==> src/hdl/bnts_pkg.sv <==
// ----------------------------------------------------------------------------
// bnts_pkg
// Shared types and constants of the buzzer note tone sequencer.
// ----------------------------------------------------------------------------
`default_nettype none

package bnts_pkg;

    localparam int NUM_W   = 20;
    localparam int TEMPO_W = 10;
    localparam int GAP_W   = 8;
    localparam int TPM_W   = 10;
    localparam int FREQ_W  = 12;
    localparam int BEATS_W = 4;
    localparam int HALF_W  = 16;
    localparam int MS_W    = 14;
    localparam int CFG_W   = 20;
    localparam int CFG_IDX_W = 2;

    localparam int QUEUE_DEPTH = 2;

    localparam logic [NUM_W-1:0]   NUM_RESET   = NUM_W'(500000);
    localparam logic [TEMPO_W-1:0] TEMPO_RESET = TEMPO_W'(300);
    localparam logic [GAP_W-1:0]   GAP_RESET   = GAP_W'(30);
    localparam logic [TPM_W-1:0]   TPM_RESET   = TPM_W'(1000);

    localparam logic [CFG_IDX_W-1:0] REG_NUMERATOR = 2'd0;
    localparam logic [CFG_IDX_W-1:0] REG_TEMPO     = 2'd1;
    localparam logic [CFG_IDX_W-1:0] REG_GAP       = 2'd2;
    localparam logic [CFG_IDX_W-1:0] REG_TPM       = 2'd3;

    localparam logic OP_TICK = 1'b0;
    localparam logic OP_NOTE = 1'b1;

    typedef enum logic [1:0] {
        PH_IDLE,
        PH_NOTE,
        PH_GAP
    } phase_t;

    typedef enum logic {
        F_IDLE,
        F_DIV
    } front_state_t;

    typedef struct packed {
        logic                is_note;
        logic                freq_nz;
        logic [HALF_W-1:0]   half;
        logic [BEATS_W-1:0]  beats;
    } tone_cmd_t;

    typedef struct packed {
        logic      push;
        tone_cmd_t cmd;
    } queue_push_t;

endpackage

`default_nettype wire

==> src/hdl/bnts_front.sv <==
// ----------------------------------------------------------------------------
// bnts_front
// Accepts input words, computes the half period of tone notes with a
// serial divider and pushes decoded commands into the queue.
// ----------------------------------------------------------------------------
`default_nettype none

module bnts_front (
    input  wire logic                              clk,
    input  wire logic                              rst_n,
    input  wire logic                              in_valid,
    output logic                                   in_stall,
    input  wire logic                              opcode,
    input  wire logic [bnts_pkg::FREQ_W-1:0]       note_freq,
    input  wire logic [bnts_pkg::BEATS_W-1:0]      note_beats,
    input  wire logic [bnts_pkg::NUM_W-1:0]        numerator,
    input  wire logic                              queue_full,
    output bnts_pkg::queue_push_t                  push_o
);

    localparam int STEP_W = $clog2(bnts_pkg::NUM_W + 1);

    bnts_pkg::front_state_t state_reg, state_next;

    logic [STEP_W-1:0]              step_reg, step_next;
    logic [bnts_pkg::NUM_W-1:0]     num_reg, num_next;
    logic [bnts_pkg::FREQ_W-1:0]    rem_reg, rem_next;
    logic [bnts_pkg::FREQ_W-1:0]    freq_reg, freq_next;
    logic [bnts_pkg::BEATS_W-1:0]   beats_reg, beats_next;

    logic                           accept;
    logic                           start_div;
    logic [bnts_pkg::FREQ_W:0]      trial;
    logic                           ge;
    logic [bnts_pkg::FREQ_W:0]      diff;
    logic [bnts_pkg::HALF_W-1:0]    half_sat;

    assign accept    = in_valid && !in_stall;
    assign start_div = accept && (opcode == bnts_pkg::OP_NOTE) && (note_freq != '0);

    assign trial = {rem_reg, num_reg[bnts_pkg::NUM_W-1]};
    assign ge    = trial >= {1'b0, freq_reg};
    assign diff  = trial - {1'b0, freq_reg};

    always_comb
    begin
        if (num_reg[bnts_pkg::NUM_W-1:bnts_pkg::HALF_W] != '0)
        begin
            half_sat = '1;
        end
        else if (num_reg[bnts_pkg::HALF_W-1:0] == '0)
        begin
            half_sat = bnts_pkg::HALF_W'(1);
        end
        else
        begin
            half_sat = num_reg[bnts_pkg::HALF_W-1:0];
        end
    end

    always_comb
    begin
        state_next = state_reg;
        case (state_reg)
            bnts_pkg::F_IDLE:
            begin
                if (start_div)
                begin
                    state_next = bnts_pkg::F_DIV;
                end
            end
            bnts_pkg::F_DIV:
            begin
                if ((step_reg == '0) && !queue_full)
                begin
                    state_next = bnts_pkg::F_IDLE;
                end
            end
            default:
            begin
                state_next = bnts_pkg::F_IDLE;
            end
        endcase
    end

    always_comb
    begin
        in_stall    = 1'b1;
        push_o      = '0;
        step_next   = step_reg;
        num_next    = num_reg;
        rem_next    = rem_reg;
        freq_next   = freq_reg;
        beats_next  = beats_reg;
        case (state_reg)
            bnts_pkg::F_IDLE:
            begin
                in_stall = queue_full;
                if (start_div)
                begin
                    step_next  = STEP_W'(bnts_pkg::NUM_W);
                    num_next   = numerator;
                    rem_next   = '0;
                    freq_next  = note_freq;
                    beats_next = note_beats;
                end
                else if (accept)
                begin
                    push_o.push          = 1'b1;
                    push_o.cmd.is_note   = opcode;
                    push_o.cmd.freq_nz   = 1'b0;
                    push_o.cmd.half      = '0;
                    push_o.cmd.beats     = note_beats;
                end
            end
            bnts_pkg::F_DIV:
            begin
                if (step_reg != '0)
                begin
                    step_next = step_reg - STEP_W'(1);
                    num_next  = {num_reg[bnts_pkg::NUM_W-2:0], ge};
                    rem_next  = ge ? diff[bnts_pkg::FREQ_W-1:0]
                                   : trial[bnts_pkg::FREQ_W-1:0];
                end
                else if (!queue_full)
                begin
                    push_o.push        = 1'b1;
                    push_o.cmd.is_note = 1'b1;
                    push_o.cmd.freq_nz = 1'b1;
                    push_o.cmd.half    = half_sat;
                    push_o.cmd.beats   = beats_reg;
                end
            end
            default:
            begin
                in_stall = 1'b1;
            end
        endcase
    end

    always_ff @(posedge clk or negedge rst_n)
    begin
        if (!rst_n)
        begin
            state_reg <= bnts_pkg::F_IDLE;
            step_reg  <= '0;
        end
        else
        begin
            state_reg <= state_next;
            step_reg  <= step_next;
        end
    end

    always_ff @(posedge clk)
    begin
        num_reg   <= num_next;
        rem_reg   <= rem_next;
        freq_reg  <= freq_next;
        beats_reg <= beats_next;
    end

endmodule

`default_nettype wire

==> src/hdl/bnts_queue.sv <==
// ----------------------------------------------------------------------------
// bnts_queue
// Short command queue between the front and the back.
// ----------------------------------------------------------------------------
`default_nettype none

module bnts_queue #(
    parameter int DEPTH = bnts_pkg::QUEUE_DEPTH
) (
    input  wire logic                  clk,
    input  wire logic                  rst_n,
    input  wire bnts_pkg::queue_push_t push_i,
    input  wire logic                  pop,
    output bnts_pkg::tone_cmd_t        head,
    output logic                       empty,
    output logic                       full
);

    localparam int PTR_W = $clog2(DEPTH);
    localparam int CNT_W = $clog2(DEPTH + 1);

    bnts_pkg::tone_cmd_t slot_reg [DEPTH];

    logic [PTR_W-1:0] wr_ptr_reg, wr_ptr_next;
    logic [PTR_W-1:0] rd_ptr_reg, rd_ptr_next;
    logic [CNT_W-1:0] count_reg, count_next;
    logic             do_push;
    logic             do_pop;

    assign empty   = (count_reg == '0);
    assign full    = (count_reg == CNT_W'(DEPTH));
    assign do_push = push_i.push && !full;
    assign do_pop  = pop && !empty;
    assign head    = slot_reg[rd_ptr_reg];

    always_comb
    begin
        wr_ptr_next = wr_ptr_reg;
        rd_ptr_next = rd_ptr_reg;
        count_next  = count_reg;
        if (do_push)
        begin
            wr_ptr_next = (wr_ptr_reg == PTR_W'(DEPTH - 1)) ? '0 : wr_ptr_reg + PTR_W'(1);
        end
        if (do_pop)
        begin
            rd_ptr_next = (rd_ptr_reg == PTR_W'(DEPTH - 1)) ? '0 : rd_ptr_reg + PTR_W'(1);
        end
        if (do_push && !do_pop)
        begin
            count_next = count_reg + CNT_W'(1);
        end
        else if (do_pop && !do_push)
        begin
            count_next = count_reg - CNT_W'(1);
        end
    end

    always_ff @(posedge clk or negedge rst_n)
    begin
        if (!rst_n)
        begin
            wr_ptr_reg <= '0;
            rd_ptr_reg <= '0;
            count_reg  <= '0;
        end
        else
        begin
            wr_ptr_reg <= wr_ptr_next;
            rd_ptr_reg <= rd_ptr_next;
            count_reg  <= count_next;
        end
    end

    always_ff @(posedge clk)
    begin
        if (do_push)
        begin
            slot_reg[wr_ptr_reg] <= push_i.cmd;
        end
    end

endmodule

`default_nettype wire

==> src/hdl/bnts_back.sv <==
// ----------------------------------------------------------------------------
// bnts_back
// Carries out queued commands: tone toggling, millisecond timing, note and
// gap phases, and holds the result word in an output register.
// ----------------------------------------------------------------------------
`default_nettype none

module bnts_back (
    input  wire logic                           clk,
    input  wire logic                           rst_n,
    input  wire bnts_pkg::tone_cmd_t            head,
    input  wire logic                           empty,
    output logic                                pop,
    input  wire logic [bnts_pkg::TEMPO_W-1:0]   beat_ms,
    input  wire logic [bnts_pkg::GAP_W-1:0]     gap_ms,
    input  wire logic [bnts_pkg::TPM_W-1:0]     ticks_per_ms,
    output logic                                out_valid,
    input  wire logic                           out_stall,
    output logic                                buzzer_level,
    output logic                                busy_res,
    output logic                                note_done
);

    bnts_pkg::phase_t phase_reg, phase_next;

    logic [bnts_pkg::HALF_W-1:0] half_reload_reg, half_reload_next;
    logic [bnts_pkg::HALF_W-1:0] half_cnt_reg, half_cnt_next;
    logic                        sounding_reg, sounding_next;
    logic                        pin_reg, pin_next;
    logic [bnts_pkg::TPM_W-1:0]  tick_reg, tick_next;
    logic [bnts_pkg::MS_W-1:0]   ms_left_reg, ms_left_next;
    logic                        out_valid_reg, out_valid_next;
    logic                        level_reg;
    logic                        busy_reg;
    logic                        done_reg;
    logic                        done;

    logic [bnts_pkg::TPM_W-1:0]  tpm_eff;
    logic [bnts_pkg::TPM_W-1:0]  tick_inc;
    logic                        ms_wrap;
    logic [bnts_pkg::MS_W-1:0]   ms_dec;
    logic                        ms_end;
    logic [bnts_pkg::MS_W-1:0]   note_ms;
    logic [bnts_pkg::MS_W-1:0]   gap_ext;
    logic                        to_gap;
    logic                        gap_zero;

    assign pop = !empty && (!out_valid_reg || !out_stall);

    always_comb
    begin
        tpm_eff  = (ticks_per_ms == '0) ? bnts_pkg::TPM_W'(1) : ticks_per_ms;
        tick_inc = tick_reg + bnts_pkg::TPM_W'(1);
        ms_wrap  = tick_inc >= tpm_eff;
        ms_dec   = (ms_left_reg != '0) ? ms_left_reg - bnts_pkg::MS_W'(1) : ms_left_reg;
        ms_end   = ms_wrap && (ms_dec == '0);
        note_ms  = bnts_pkg::MS_W'(head.beats) * bnts_pkg::MS_W'(beat_ms);
        gap_ext  = bnts_pkg::MS_W'(gap_ms);
        gap_zero = (gap_ms == '0);
        to_gap   = (head.beats == '0) || (note_ms == '0);
    end

    always_comb
    begin
        phase_next = phase_reg;
        if (head.is_note == bnts_pkg::OP_NOTE)
        begin
            if (to_gap)
            begin
                phase_next = gap_zero ? bnts_pkg::PH_IDLE : bnts_pkg::PH_GAP;
            end
            else
            begin
                phase_next = bnts_pkg::PH_NOTE;
            end
        end
        else
        begin
            case (phase_reg)
                bnts_pkg::PH_NOTE:
                begin
                    if (ms_end)
                    begin
                        phase_next = gap_zero ? bnts_pkg::PH_IDLE : bnts_pkg::PH_GAP;
                    end
                end
                bnts_pkg::PH_GAP:
                begin
                    if (ms_end)
                    begin
                        phase_next = bnts_pkg::PH_IDLE;
                    end
                end
                default:
                begin
                    phase_next = bnts_pkg::PH_IDLE;
                end
            endcase
        end
    end

    always_comb
    begin
        half_reload_next = half_reload_reg;
        half_cnt_next    = half_cnt_reg;
        sounding_next    = sounding_reg;
        pin_next         = pin_reg;
        tick_next        = tick_reg;
        ms_left_next     = ms_left_reg;
        done             = 1'b0;
        if (head.is_note == bnts_pkg::OP_NOTE)
        begin
            pin_next  = 1'b1;
            tick_next = '0;
            if (head.freq_nz)
            begin
                half_reload_next = head.half;
                half_cnt_next    = head.half;
            end
            else
            begin
                half_cnt_next = half_reload_reg;
            end
            if (to_gap)
            begin
                sounding_next = 1'b0;
                ms_left_next  = gap_ext;
                done          = gap_zero;
            end
            else
            begin
                sounding_next = head.freq_nz;
                ms_left_next  = note_ms;
            end
        end
        else
        begin
            case (phase_reg)
                bnts_pkg::PH_NOTE:
                begin
                    if (sounding_reg)
                    begin
                        if (half_cnt_reg > bnts_pkg::HALF_W'(1))
                        begin
                            half_cnt_next = half_cnt_reg - bnts_pkg::HALF_W'(1);
                        end
                        else
                        begin
                            half_cnt_next = half_reload_reg;
                            pin_next      = !pin_reg;
                        end
                    end
                    if (ms_wrap)
                    begin
                        tick_next    = '0;
                        ms_left_next = ms_dec;
                    end
                    else
                    begin
                        tick_next = tick_inc;
                    end
                    if (ms_end)
                    begin
                        sounding_next = 1'b0;
                        pin_next      = 1'b1;
                        ms_left_next  = gap_ext;
                        done          = gap_zero;
                    end
                end
                bnts_pkg::PH_GAP:
                begin
                    if (ms_wrap)
                    begin
                        tick_next    = '0;
                        ms_left_next = ms_dec;
                    end
                    else
                    begin
                        tick_next = tick_inc;
                    end
                    done = ms_end;
                end
                default:
                begin
                    tick_next = '0;
                end
            endcase
        end
    end

    always_comb
    begin
        out_valid_next = out_valid_reg;
        if (pop)
        begin
            out_valid_next = 1'b1;
        end
        else if (!out_stall)
        begin
            out_valid_next = 1'b0;
        end
    end

    always_ff @(posedge clk or negedge rst_n)
    begin
        if (!rst_n)
        begin
            phase_reg       <= bnts_pkg::PH_IDLE;
            half_reload_reg <= '0;
            half_cnt_reg    <= '0;
            sounding_reg    <= 1'b0;
            pin_reg         <= 1'b1;
            tick_reg        <= '0;
            ms_left_reg     <= '0;
            out_valid_reg   <= 1'b0;
        end
        else
        begin
            out_valid_reg <= out_valid_next;
            if (pop)
            begin
                phase_reg       <= phase_next;
                half_reload_reg <= half_reload_next;
                half_cnt_reg    <= half_cnt_next;
                sounding_reg    <= sounding_next;
                pin_reg         <= pin_next;
                tick_reg        <= tick_next;
                ms_left_reg     <= ms_left_next;
            end
        end
    end

    always_ff @(posedge clk)
    begin
        if (pop)
        begin
            level_reg <= pin_next;
            busy_reg  <= (phase_next != bnts_pkg::PH_IDLE);
            done_reg  <= done;
        end
    end

    assign out_valid    = out_valid_reg;
    assign buzzer_level = level_reg;
    assign busy_res     = busy_reg;
    assign note_done    = done_reg;

endmodule

`default_nettype wire

==> src/hdl/buzzer_note_tone_sequencer.sv <==
// ----------------------------------------------------------------------------
// buzzer_note_tone_sequencer
// Plays one note at a time on an active-low buzzer from a stream of tick and
// note command words.
//
// The input channel takes one word per accepted handshake: a tick (opcode 0)
// or a note command (opcode 1) with frequency and beat count. The output
// channel returns exactly one result word per input word, in order: the pin
// level, a busy flag and a note-done pulse.
// Ticks and rest notes (frequency zero) enter at one word per cycle while the
// queue is not full. A tone note runs a one bit per cycle serial divider for
// the half period, so the front stalls the input while the divider runs and
// until the note command is pushed into the queue. The command queue lets the
// back keep working while the divider runs.
// Reset clears the sequencer to idle with the pin high and loads the
// register defaults. When the receiver stalls, the result word holds, the
// queue fills and in_stall rises. Configuration is written through cfg_we,
// cfg_index and cfg_data while the block is idle; the user must keep to this,
// as the block itself does not enforce it.
// ----------------------------------------------------------------------------
`default_nettype none

module buzzer_note_tone_sequencer #(
    parameter int QUEUE_DEPTH = bnts_pkg::QUEUE_DEPTH
) (
    input  wire logic                              clk,
    input  wire logic                              rst_n,
    input  wire logic                              cfg_we,
    input  wire logic [bnts_pkg::CFG_IDX_W-1:0]    cfg_index,
    input  wire logic [bnts_pkg::CFG_W-1:0]        cfg_data,
    input  wire logic                              in_valid,
    output logic                                   in_stall,
    input  wire logic                              opcode,
    input  wire logic [bnts_pkg::FREQ_W-1:0]       note_freq,
    input  wire logic [bnts_pkg::BEATS_W-1:0]      note_beats,
    output logic                                   out_valid,
    input  wire logic                              out_stall,
    output logic                                   buzzer_level,
    output logic                                   busy_res,
    output logic                                   note_done
);

    logic [bnts_pkg::NUM_W-1:0]   num_cfg_reg;
    logic [bnts_pkg::TEMPO_W-1:0] tempo_cfg_reg;
    logic [bnts_pkg::GAP_W-1:0]   gap_cfg_reg;
    logic [bnts_pkg::TPM_W-1:0]   tpm_cfg_reg;

    bnts_pkg::queue_push_t push;
    bnts_pkg::tone_cmd_t   head;
    logic                  q_empty;
    logic                  q_full;
    logic                  q_pop;

    always_ff @(posedge clk or negedge rst_n)
    begin
        if (!rst_n)
        begin
            num_cfg_reg   <= bnts_pkg::NUM_RESET;
            tempo_cfg_reg <= bnts_pkg::TEMPO_RESET;
            gap_cfg_reg   <= bnts_pkg::GAP_RESET;
            tpm_cfg_reg   <= bnts_pkg::TPM_RESET;
        end
        else if (cfg_we)
        begin
            case (cfg_index)
                bnts_pkg::REG_NUMERATOR: num_cfg_reg   <= cfg_data[bnts_pkg::NUM_W-1:0];
                bnts_pkg::REG_TEMPO:     tempo_cfg_reg <= cfg_data[bnts_pkg::TEMPO_W-1:0];
                bnts_pkg::REG_GAP:       gap_cfg_reg   <= cfg_data[bnts_pkg::GAP_W-1:0];
                bnts_pkg::REG_TPM:       tpm_cfg_reg   <= cfg_data[bnts_pkg::TPM_W-1:0];
                default:                 tpm_cfg_reg   <= tpm_cfg_reg;
            endcase
        end
    end

    bnts_front u_front (
        .clk        (clk),
        .rst_n      (rst_n),
        .in_valid   (in_valid),
        .in_stall   (in_stall),
        .opcode     (opcode),
        .note_freq  (note_freq),
        .note_beats (note_beats),
        .numerator  (num_cfg_reg),
        .queue_full (q_full),
        .push_o     (push)
    );

    bnts_queue #(
        .DEPTH (QUEUE_DEPTH)
    ) u_queue (
        .clk    (clk),
        .rst_n  (rst_n),
        .push_i (push),
        .pop    (q_pop),
        .head   (head),
        .empty  (q_empty),
        .full   (q_full)
    );

    bnts_back u_back (
        .clk          (clk),
        .rst_n        (rst_n),
        .head         (head),
        .empty        (q_empty),
        .pop          (q_pop),
        .beat_ms      (tempo_cfg_reg),
        .gap_ms       (gap_cfg_reg),
        .ticks_per_ms (tpm_cfg_reg),
        .out_valid    (out_valid),
        .out_stall    (out_stall),
        .buzzer_level (buzzer_level),
        .busy_res     (busy_res),
        .note_done    (note_done)
    );

endmodule

`default_nettype wire

==> config.mk <==
export PLATFORM = sky130hd
export DESIGN_NAME = buzzer_note_tone_sequencer
export DESIGN_NICKNAME = d
export VERILOG_FILES = /design/src/hdl/bnts_pkg.sv /design/src/hdl/bnts_front.sv /design/src/hdl/bnts_queue.sv /design/src/hdl/bnts_back.sv /design/src/hdl/buzzer_note_tone_sequencer.sv
export SDC_FILE = /design/constraint.sdc
export NUM_CORES = 1
export LEC_CHECK = 0
export ABC_AREA = 1
export BUFFER_PORTS_ARGS = -buffer_cell sky130_fd_sc_hd__buf_4
export CORE_MARGIN = 2
export CORE_UTILIZATION = 37
export DETAILED_ROUTE_END_ITERATION = 8
export GPL_TIMING_DRIVEN = 1
export PLACE_DENSITY = 0.54
export SETUP_SLACK_MARGIN = 0.05
export SLEW_MARGIN = 20
export SYNTH_ARGS = -nofsm -noshare
export SYNTH_HDL_FRONTEND = slang
export SYNTH_HIERARCHICAL = 1
export SYNTH_SLANG_ARGS = --single-unit
export TNS_END_PERCENT = 30
==> constraint.sdc <==
create_clock -name clk -period 5 [get_ports clk]
set_clock_uncertainty 0.05 [all_clocks]
set_input_delay 1 -clock clk [delete_from_list [all_inputs] [get_ports clk]]
set_output_delay 1 -clock clk [all_outputs]
set_load 0.02 [all_outputs]
== Word level (Yosys, flattened, before mapping) ==
Memories as Yosys holds them, arrays and structs flattened.
Cells that the tools add are included.
Widths: inputs -> output; s select.
Cells by class
  add/subtract/negate cells: 9
  $mul: 1
  div/mod/pow operators: 0
  order comparisons: 3
  eq/ne operators: 9
  shifts and indexed selects: 0
  multiplexer cells: 63
  bitwise operators: 1
  reductions and logical operators: 50
Operator list (number)
  $mux 16: 7
  $mux 23: 4
  $mux 14: 5
  $pmux 23 s2: 1
  $mux 10: 4
  $mux 20: 2
  $pmux 20 s2: 1
  $mux 12: 3
  $logic_not 14->1: 2
  $pmux 14 s2: 1
  $pmux 12 s2: 1
  $mux 1: 21
  $gt 16x1->1 const B: 1
  $logic_not 16->1: 1
  $reduce_and 2->1: 8
  $sub 16x1->16 const B: 1
  $mul 4x10->14: 1
  $mux 2: 7
  $reduce_bool 14->1: 1
  $sub 14x1->14 const B: 1
  $ge 13x12->1: 1
  $reduce_bool 12->1: 1
  $sub 12x12->12: 1
  $add 10x1->10 const B: 1
  other kinds (28): 59
Storage, ports and cells
  flip-flop bits (word level): 170
  latch bits: 0
  RAM bits: 44
  memory bits (read-only): 0
  output and inout port bits: 5
  memories: 1
Memory list
  u_queue.slot_reg: depth 2, width 22, rd ports 1, clocked after Yosys merged registers in 0, wr ports 1, RTL line bnts_queue.sv:22  | bnts_pkg::tone_cmd_t slot_reg [DEPTH];

== Logic depth before layout (Yosys ltp) ==
Gate-level depths: netlist (run 1).
  depth after elaboration: 13
  mapped depth: 31
  depth with buffers taken out: 28

== Modules after synthesis ==
Netlist (run 1), hierarchy kept.
Modules (own cells, without submodules)
  bnts_back: instances 1, cells an instance 958, area an instance 6248.5 µm², seq. area each 1617.8 µm²
  bnts_front: instances 1, cells an instance 410, area an instance 3329.4 µm², seq. area each 1591.5 µm²
  buzzer_note_tone_sequencer: instances 1, cells an instance 215, area an instance 1993.2 µm², seq. area each 1227.4 µm²
  bnts_queue: instances 1, cells an instance 146, area an instance 1840.5 µm², seq. area each 1421.4 µm²

== Least setup slack after synthesis (run 1) ==
Ideal clock, no wire load.
  path kind: register to register
  start: register u_queue.rd_ptr_reg
  end: register u_back.busy_reg, in the netlist u_back/busy_res, data pin
  data arrival time: 3.751 ns
  path slack: 0.935 ns
  stages on the path, launching flop included: 25
  buffers on the path: 3
  path through: dfrtp_1 > inv_2 > buf_6 > nand2_1 > nand2_1 > clkbuf_1 > nand2_1 > fa_1 > fa_1 > fa_1 > inv_1 > nand3_1 > nand2_1 > nand2_1 > nand2_1 > nand2_1 > nand2_1 > nand2_1 > nand2_1 > nor2_1 > nand3_2 > nand2_2 > buf_4 > nand3_1 > nand4_1
RTL lines
  start: declaration: RTL line bnts_queue.sv:25  | logic [PTR_W-1:0] rd_ptr_reg, rd_ptr_next;
  start signal: assignment: RTL line bnts_queue.sv:70  | rd_ptr_reg <= rd_ptr_next;
  end signal: assignment: RTL line bnts_back.sv:238  | busy_reg <= (phase_next != bnts_pkg::PH_IDLE);
  end: declaration: RTL line bnts_back.sv:34  | logic busy_reg;

==> results of run 1 <==
-- metrics by stage --
stage	hold slack (ns)	instance area [µm²]	instances	total power, mW	utilization, %
global placement	0.401	14200	2196	7.33	39.7
finish	0.414	15000	2244	9.14	42.0
detailed placement	0.406	14200	2196	7.39	39.7
global route	0.429	15000	2244	10.1	42.0
CTS	0.414	15000	2244	9.22	42.0
floorplan	0.392	13400	1729	6.28	-
-- cells in the mapped netlist (14+ instances only) --
master and count:
inv_1 221, nand2_2 14, o21ai_0 103, xor2_1 25, nor2_1 119, nand4_1 46
nand2_1 574, nand3_1 115, dfrtp_1 97, clkbuf_1 24, edfxtp_1 95, fa_1 17
ha_1 48, buf_2 19, dfstp_2 22, a21oi_1 45
-- power by group through the flow --
stage	Sequential, mW	Clock (mW)	Combinational, mW
after global placement	2.91	0	4.42
after CTS	2.89	1.83	4.50
after detailed placement	2.92	0	4.48
after global routing	2.95	1.90	5.20
after floorplan	2.83	0	3.46
final	2.88	1.77	4.48
-- worst max-delay path: stages (launching register included) --
cell     delay, ns
dfrtp_1       0.42
inv_2         0.10
nand2_1       0.05
nand2_1       0.28
nand2_1       0.14
fa_1          0.55
fa_1          0.56
inv_1         0.04
ha_1          0.35
a21oi_1       0.18
nand2_1       0.12
nand2_1       0.09
nand2_1       0.07
nand2_1       0.09
nand2_1       0.05
nand2_1       0.05
nand2_1       0.06
nor2_1        0.11
nand3_2       0.18
nand2_2       0.23
nor2_2        0.12
inv_1         0.11
nand4_1       0.09
-- placed cells by master, fill, tap and decap left out, drive strengths merged, types with 7 or more instances in the layout --
cell type / count
clkinv: 7
edfxtp: 95
ha: 48
nor4: 8
inv: 234
nand3b: 7
nor3: 9
nand4: 47
nand2: 590
dfrtp: 97
xor2: 25
o21ai: 107
o22ai: 12
nor2: 137
clkbuf: 41
buf: 67
fa: 17
nand3: 121
a21oi: 47
dfstp: 22
-- worst max-delay path by stage --
stage                             startpoint              end  slack [ns]  cells past startpoint
after global placement    u_queue/rd_ptr_reg  u_back/busy_res        0.76                     21
after CTS                 u_queue/rd_ptr_reg  u_back/busy_res        0.64                     22
final                     u_queue/rd_ptr_reg  u_back/busy_res        0.63                     22
after detailed placement  u_queue/rd_ptr_reg  u_back/busy_res        0.66                     22
after floorplan           u_queue/rd_ptr_reg  u_back/busy_res        0.93                     24
after global routing      u_queue/rd_ptr_reg  u_back/busy_res        0.22                     22
-- logic make-up after synthesis --
kind of cell             after synthesis  synth area share [%]
buffers and inverters                296                  9.05
flip-flops                           214                  43.7
adder cells (fa/ha/maj)               65                  7.02
AND/OR/NAND/NOR                      924                  29.8
XOR/XNOR                              30                  1.96
AO/OA/AOI/OAI                        200                  8.45
-- layer usage --
metal | track usage [%] | part of all wire (%)
met4 | 4.76 | 2.3
met3 | 2.53 | 4.5
met5 | 0 | 0
met2 | 28.3 | 43
met1 | 25.6 | 50
-- layout make-up --
| cell class | count | share of cell area, % |
|---|---|---|
| clock buffer | 41 | 5.13 |
| clock inverter | 7 | 0.242 |
| inverter | 235 | 5.89 |
| multi-input combinational | 1219 | 42.4 |
| sequential | 214 | 39.1 |
| tap | 461 | 3.85 |
| timing repair buffer | 67 | 3.36 |
==> metrics.txt, run 1 <==
arrival time of the worst setup path=4.60 ns; Detail Route Antenna Nets=0; r2r endpoint=u_back/busy_res; net switching power figure=4.07 mW; diode insertion count for antenna repair=0; status=complete, but fails checks; Post-layout nets=1872; storage element area=5860 µm²; number of top-level pins=49; per-cell via count in the routed design=4.91; initial antenna violation count=0; quantity of gates resized following cts=0; proportion of register bits with asynchronous set or reset after synthesis=55.6%; total clock buffers created by CTS=26; total core area=35700 µm²; number of flip-flops under the largest register name=44; detailed-placement wirelength estimate=24.3 mm; biggest area contributors in the synthesized netlist=edfxtp_1 (21%), dfrtp_1 (18%), nand2_1 (16%); standard-cell row count=69; max frequency=229 MHz; biggest fanout along the worst timing path=11; endpoint with the worst hold slack=num_cfg_reg[16]; Initial Utilization=37.6%; Yosys warning total=6; pre-CTS setup slack=0.658 ns; pin count of the biggest net entering global routing=67; commonest register cell after synthesis=dfrtp_1; start point of the worst hold path=num_cfg_reg[16]; synthesis-stage register bit count=214; routed wirelength normalized by instance count=14.6 µm; number of filler cells placed in the layout=3662; sum of negative setup slack=0 ns; vias after detailed routing=11000; combinational group share of total power=49.0%; Pre-Repair DR Iteration Count=9; Pint=5.07 mW; die area=37800 µm²; Die H=194 µm; number of global-route vias before repair=10900; synthesized cell area=13400 µm²; post-CTS setup-driven buffer insertion count=0; power density over the cells=611 nW/µm²; type of the worst setup path=register to register; area share of the leading cell type in the synthesized netlist=21.3%; Cells on Worst Hold Path=2; buffer cell driving the clock tree root=clkbuf_16; Fin. Hold Viols=0; clk slew on worst S/H paths=0.06 ns; source of the worst register-to-register timing path=u_queue/rd_ptr_reg; number of enable flip-flop cells after synthesis=95; total of buffers placed on input and output ports=48; Cell variety after synth=55; final estimated routing congestion in global placement=0.885; Clock H-tree levels=1; first-pass GRT wire length=55.8 mm; CTS sink count=214; Slew @ Worst Pin=1.01 ns; Worst slew margin=32.5%; fraction of layout cells with a size suffix above 1=10.5%; clock network latency to the later pin of the worst-skew pair=0.54 ns; shortest clock period the worst path allows after layout=4.37 ns; leakage power=7.34 nW; mean area per synthesized cell=7.76 µm²; critical path required time=5.23 ns; die width=194 µm; Worst R2R Setup Slack=0.63 ns; setup repair after global routing missed its margin=no; leftover overflow at the end of global routing=0; share of the clock period used by the worst path after layout=87.3%; number of buffers between clock root and the deepest sink=3; relative contribution of the clock network to total power=19.4%; max-slew violations=0; cell type contributing the most total cell area after synthesis=edfxtp_1; violations in the final reports=design-rule violations; endpoint class of the critical path=register; total wire length after detailed routing=32.8 mm; Peak VDD IR=369 µV; switching share of total power=44.5%; sequential fraction of the synthesis area=43.7%; Detailed Route Iter0 Violations=784; Hold Buf Count CTS=0; kind of start point of the critical path=register; Hold Crit Class=register to register; GRT Resource Usage Total=17.9%; reported max-cap violation count=0; setup violation total in the final timing report=0; Post-Syn Nets=1838; share of total power in sequential cells=31.6%; area added between synthesis and finish=11.6%; total DRC errors in the routed layout=2; Final Worst Setup Slack=0.633 ns; cell count of the worst reg-to-reg path=22; post-synthesis cell count=1729; TritonCTS clock tree=built; total area of multi-input combinational cells=6340 µm²
No activity file was read; power rests on OpenSTA's default activity.
==> run 2: changes to the inputs <==
- MAX_ROUTING_LAYER: unset -> met4
==> run 2 against run 1 <==
The flow still finishes with violations (design-rule violations). Cell count unchanged. Cell area is the same. Wire length barely moved. Register-to-register slack about the same. Critical path depth did not move. Via count up 0.15%.
==> metrics.txt, run 2 (synthesis results as in run 1) <==
initial antenna violation count=0 (unchanged); area added between synthesis and finish=11.6% (unchanged); pin count of the biggest net entering global routing=67 (unchanged); total core area=35700 µm² (unchanged); total DRC errors in the routed layout=2 (unchanged); GRT Resource Usage Total=18.4% (+0.55 points); status=complete, but fails checks; Hold Buf Count CTS=0 (unchanged); setup violation total in the final timing report=0 (unchanged); Detailed Route Iter0 Violations=739 (-5.7%); detailed-placement wirelength estimate=24.3 mm (unchanged); Initial Utilization=37.6% (unchanged); quantity of gates resized following cts=0 (unchanged); TritonCTS clock tree=built; final estimated routing congestion in global placement=0.900 (+1.7%); number of global-route vias before repair=10900 (+0.037%); cell chain of the critical path=inv_2 > nand2_1 > nand2_1 > nand2_1 > fa_1 > fa_1 > inv_1 > ha_1 > a21oi_1 > nand2_1 > nand2_1 > nand2_1 > nand2_1 > nand2_1 > nand2_1 > nand2_1 > nor2_1 > nand3_2 > nand2_2 > nor2_2 > inv_1 > nand4_1; sum of negative setup slack=0 ns (unchanged); max-slew violations=0 (unchanged); clock network latency to the later pin of the worst-skew pair=0.54 ns (about the same); Pre-Repair DR Iteration Count=9 (unchanged); die width=194 µm (unchanged); most congested layer reported by global routing=met2; clk slew on worst S/H paths=0.06 ns (about the same); power density over the cells=611 nW/µm² (about the same); CTS sink count=214 (unchanged); Post-layout nets=1872 (unchanged); leakage power=7.34 nW (unchanged); setup repair after global routing missed its margin=no; number of buffers between clock root and the deepest sink=3 (unchanged); standard-cell row count=69 (unchanged); Detail Route Antenna Nets=0 (unchanged); met2 Usage GRT=28.2% (-0.067 points); total clock buffers created by CTS=26 (unchanged); Clock H-tree levels=1 (unchanged); kind of start point of the critical path=register; routed wirelength normalized by instance count=14.6 µm (about the same); overall power=9.14 mW (about the same); number of top-level pins=49 (unchanged); Fin. Hold Viols=0 (unchanged); endpoint class of the critical path=register; buffer cell driving the clock tree root=clkbuf_16; switching share of total power=44.6% (about the same); type of the worst setup path=register to register; shortest clock period the worst path allows after layout=4.36 ns (-0.0112 ns); Worst slew margin=32.4% (-0.13 points); cell type with the highest occurrence count on the critical path=nand2_1; share of total power in sequential cells=31.6% (about the same); diode insertion count for antenna repair=0 (unchanged); per-cell via count in the routed design=4.92 (+0.15%); highest-count cells in the layout ignoring fill and taps=nand2_1 (574), inv_1 (221), nor2_1 (119), nand3_1 (115), o21ai_0 (103); reported max-cap violation count=0 (unchanged); commonest non-fill, non-tap cell in the layout=nand2_1; combinational group share of total power=49.0% (about the same); critical path required time=5.23 ns (about the same); leftover overflow at the end of global routing=0 (unchanged); share of the clock period used by the worst path after layout=87.1% (-0.22 points); relative contribution of the clock network to total power=19.4% (about the same); Pint=5.07 mW (about the same); Slew @ Worst Pin=1.01 ns (+0.00191 ns); GR Layer Usage met1=25.7% (+0.067 points); Die H=194 µm (unchanged); number of filler cells placed in the layout=3662 (unchanged); biggest fanout along the worst timing path=11 (unchanged); violations in the final reports=design-rule violations; post-CTS setup-driven buffer insertion count=0 (unchanged); total wire length after detailed routing=32.8 mm (about the same); arrival time of the worst setup path=4.58 ns (-0.02 ns); fraction of layout cells with a size suffix above 1=10.5% (unchanged); die area=37800 µm² (unchanged); Peak VDD IR=369 µV (about the same); Hold Crit Class=register to register; Buf+Inv Stages, Crit Path=3 (unchanged); number of flip-flops under the largest register name=44 (unchanged); first-pass GRT wire length=55.9 mm (about the same); delay-heaviest family, CP=simple AND/OR/NAND/NOR gates; global routing usage on met3=2.53% (unchanged); delay contributed by the slowest stage of the critical path=0.56 ns (about the same); cell with the largest stage delay on the worst path=fa_1; vias after detailed routing=11000 (+0.15%); max frequency=230 MHz (+0.26%); net switching power figure=4.07 mW (about the same); total of buffers placed on input and output ports=48 (unchanged)
run 2: power groups by stage:
stage / Clock (mW) / Sequential (mW) / Combinational, mW
5_1_grt: 1.90 / 2.95 / 5.20
3_5_place_dp: 0 / 2.92 / 4.48
3_3_place_gp: 0 / 2.91 / 4.42
6_report: 1.77 / 2.88 / 4.48
4_1_cts: 1.83 / 2.89 / 4.50
2_1_floorplan: 0 / 2.83 / 3.46
run 2: per-layer routing:
layer	up-vias	wire length, µm	share of wire [%]
met5	-	0	0
met4	0	768	2.3
met2	215	14300	44
met1	5097	16300	50
met3	53	1380	4.2
li1	5668	-	-
run 2: metrics by stage:
stage	util, %	hold WS (ns)	instances	worst slack [ns]	area (µm²)
final	42.0	0.414	2244	0.644	15000
after global routing	42.0	0.429	2244	0.221	15000
after CTS	42.0	0.414	2244	0.640	15000
after detailed placement	39.7	0.406	2196	0.658	14200
after global placement	39.7	0.401	2196	0.761	14200
after floorplan	-	0.392	1729	0.935	13400
run 2: final timing paths:
path                       slack [ns]  depth (start not counted)                          to          startpoint
max                              0.64                         22             u_back/busy_res  u_queue/rd_ptr_reg
min                              0.41                          2              gap_cfg_reg[3]      gap_cfg_reg[3]
max reg2reg                      0.64                         22             u_back/busy_res  u_queue/rd_ptr_reg
min reg2reg                      0.41                          2              gap_cfg_reg[3]      gap_cfg_reg[3]
max in group asynchronous        3.33                          2              u_back/pin_reg               rst_n
min in group asynchronous        0.53                          1  u_back/half_reload_reg[15]               rst_n
run 2: tightest hold or removal path: stages, from the launching register on:
cell and delay [ns]:
dfstp_2 0.37, nand2_1 0.05, nand2_1 0.04
run 2: layout make-up:
class                           instances  area [µm²]  area share, %
Timing Repair Buffer                   67         503           3.36
Clock inverter                          7        36.3          0.242
Clock buffer                           41         768           5.13
Multi-Input combinational cell       1219        6340           42.4
Sequential cell                       214        5860           39.1
Tap cell                              461         577           3.85
Inverter                              235         882           5.89
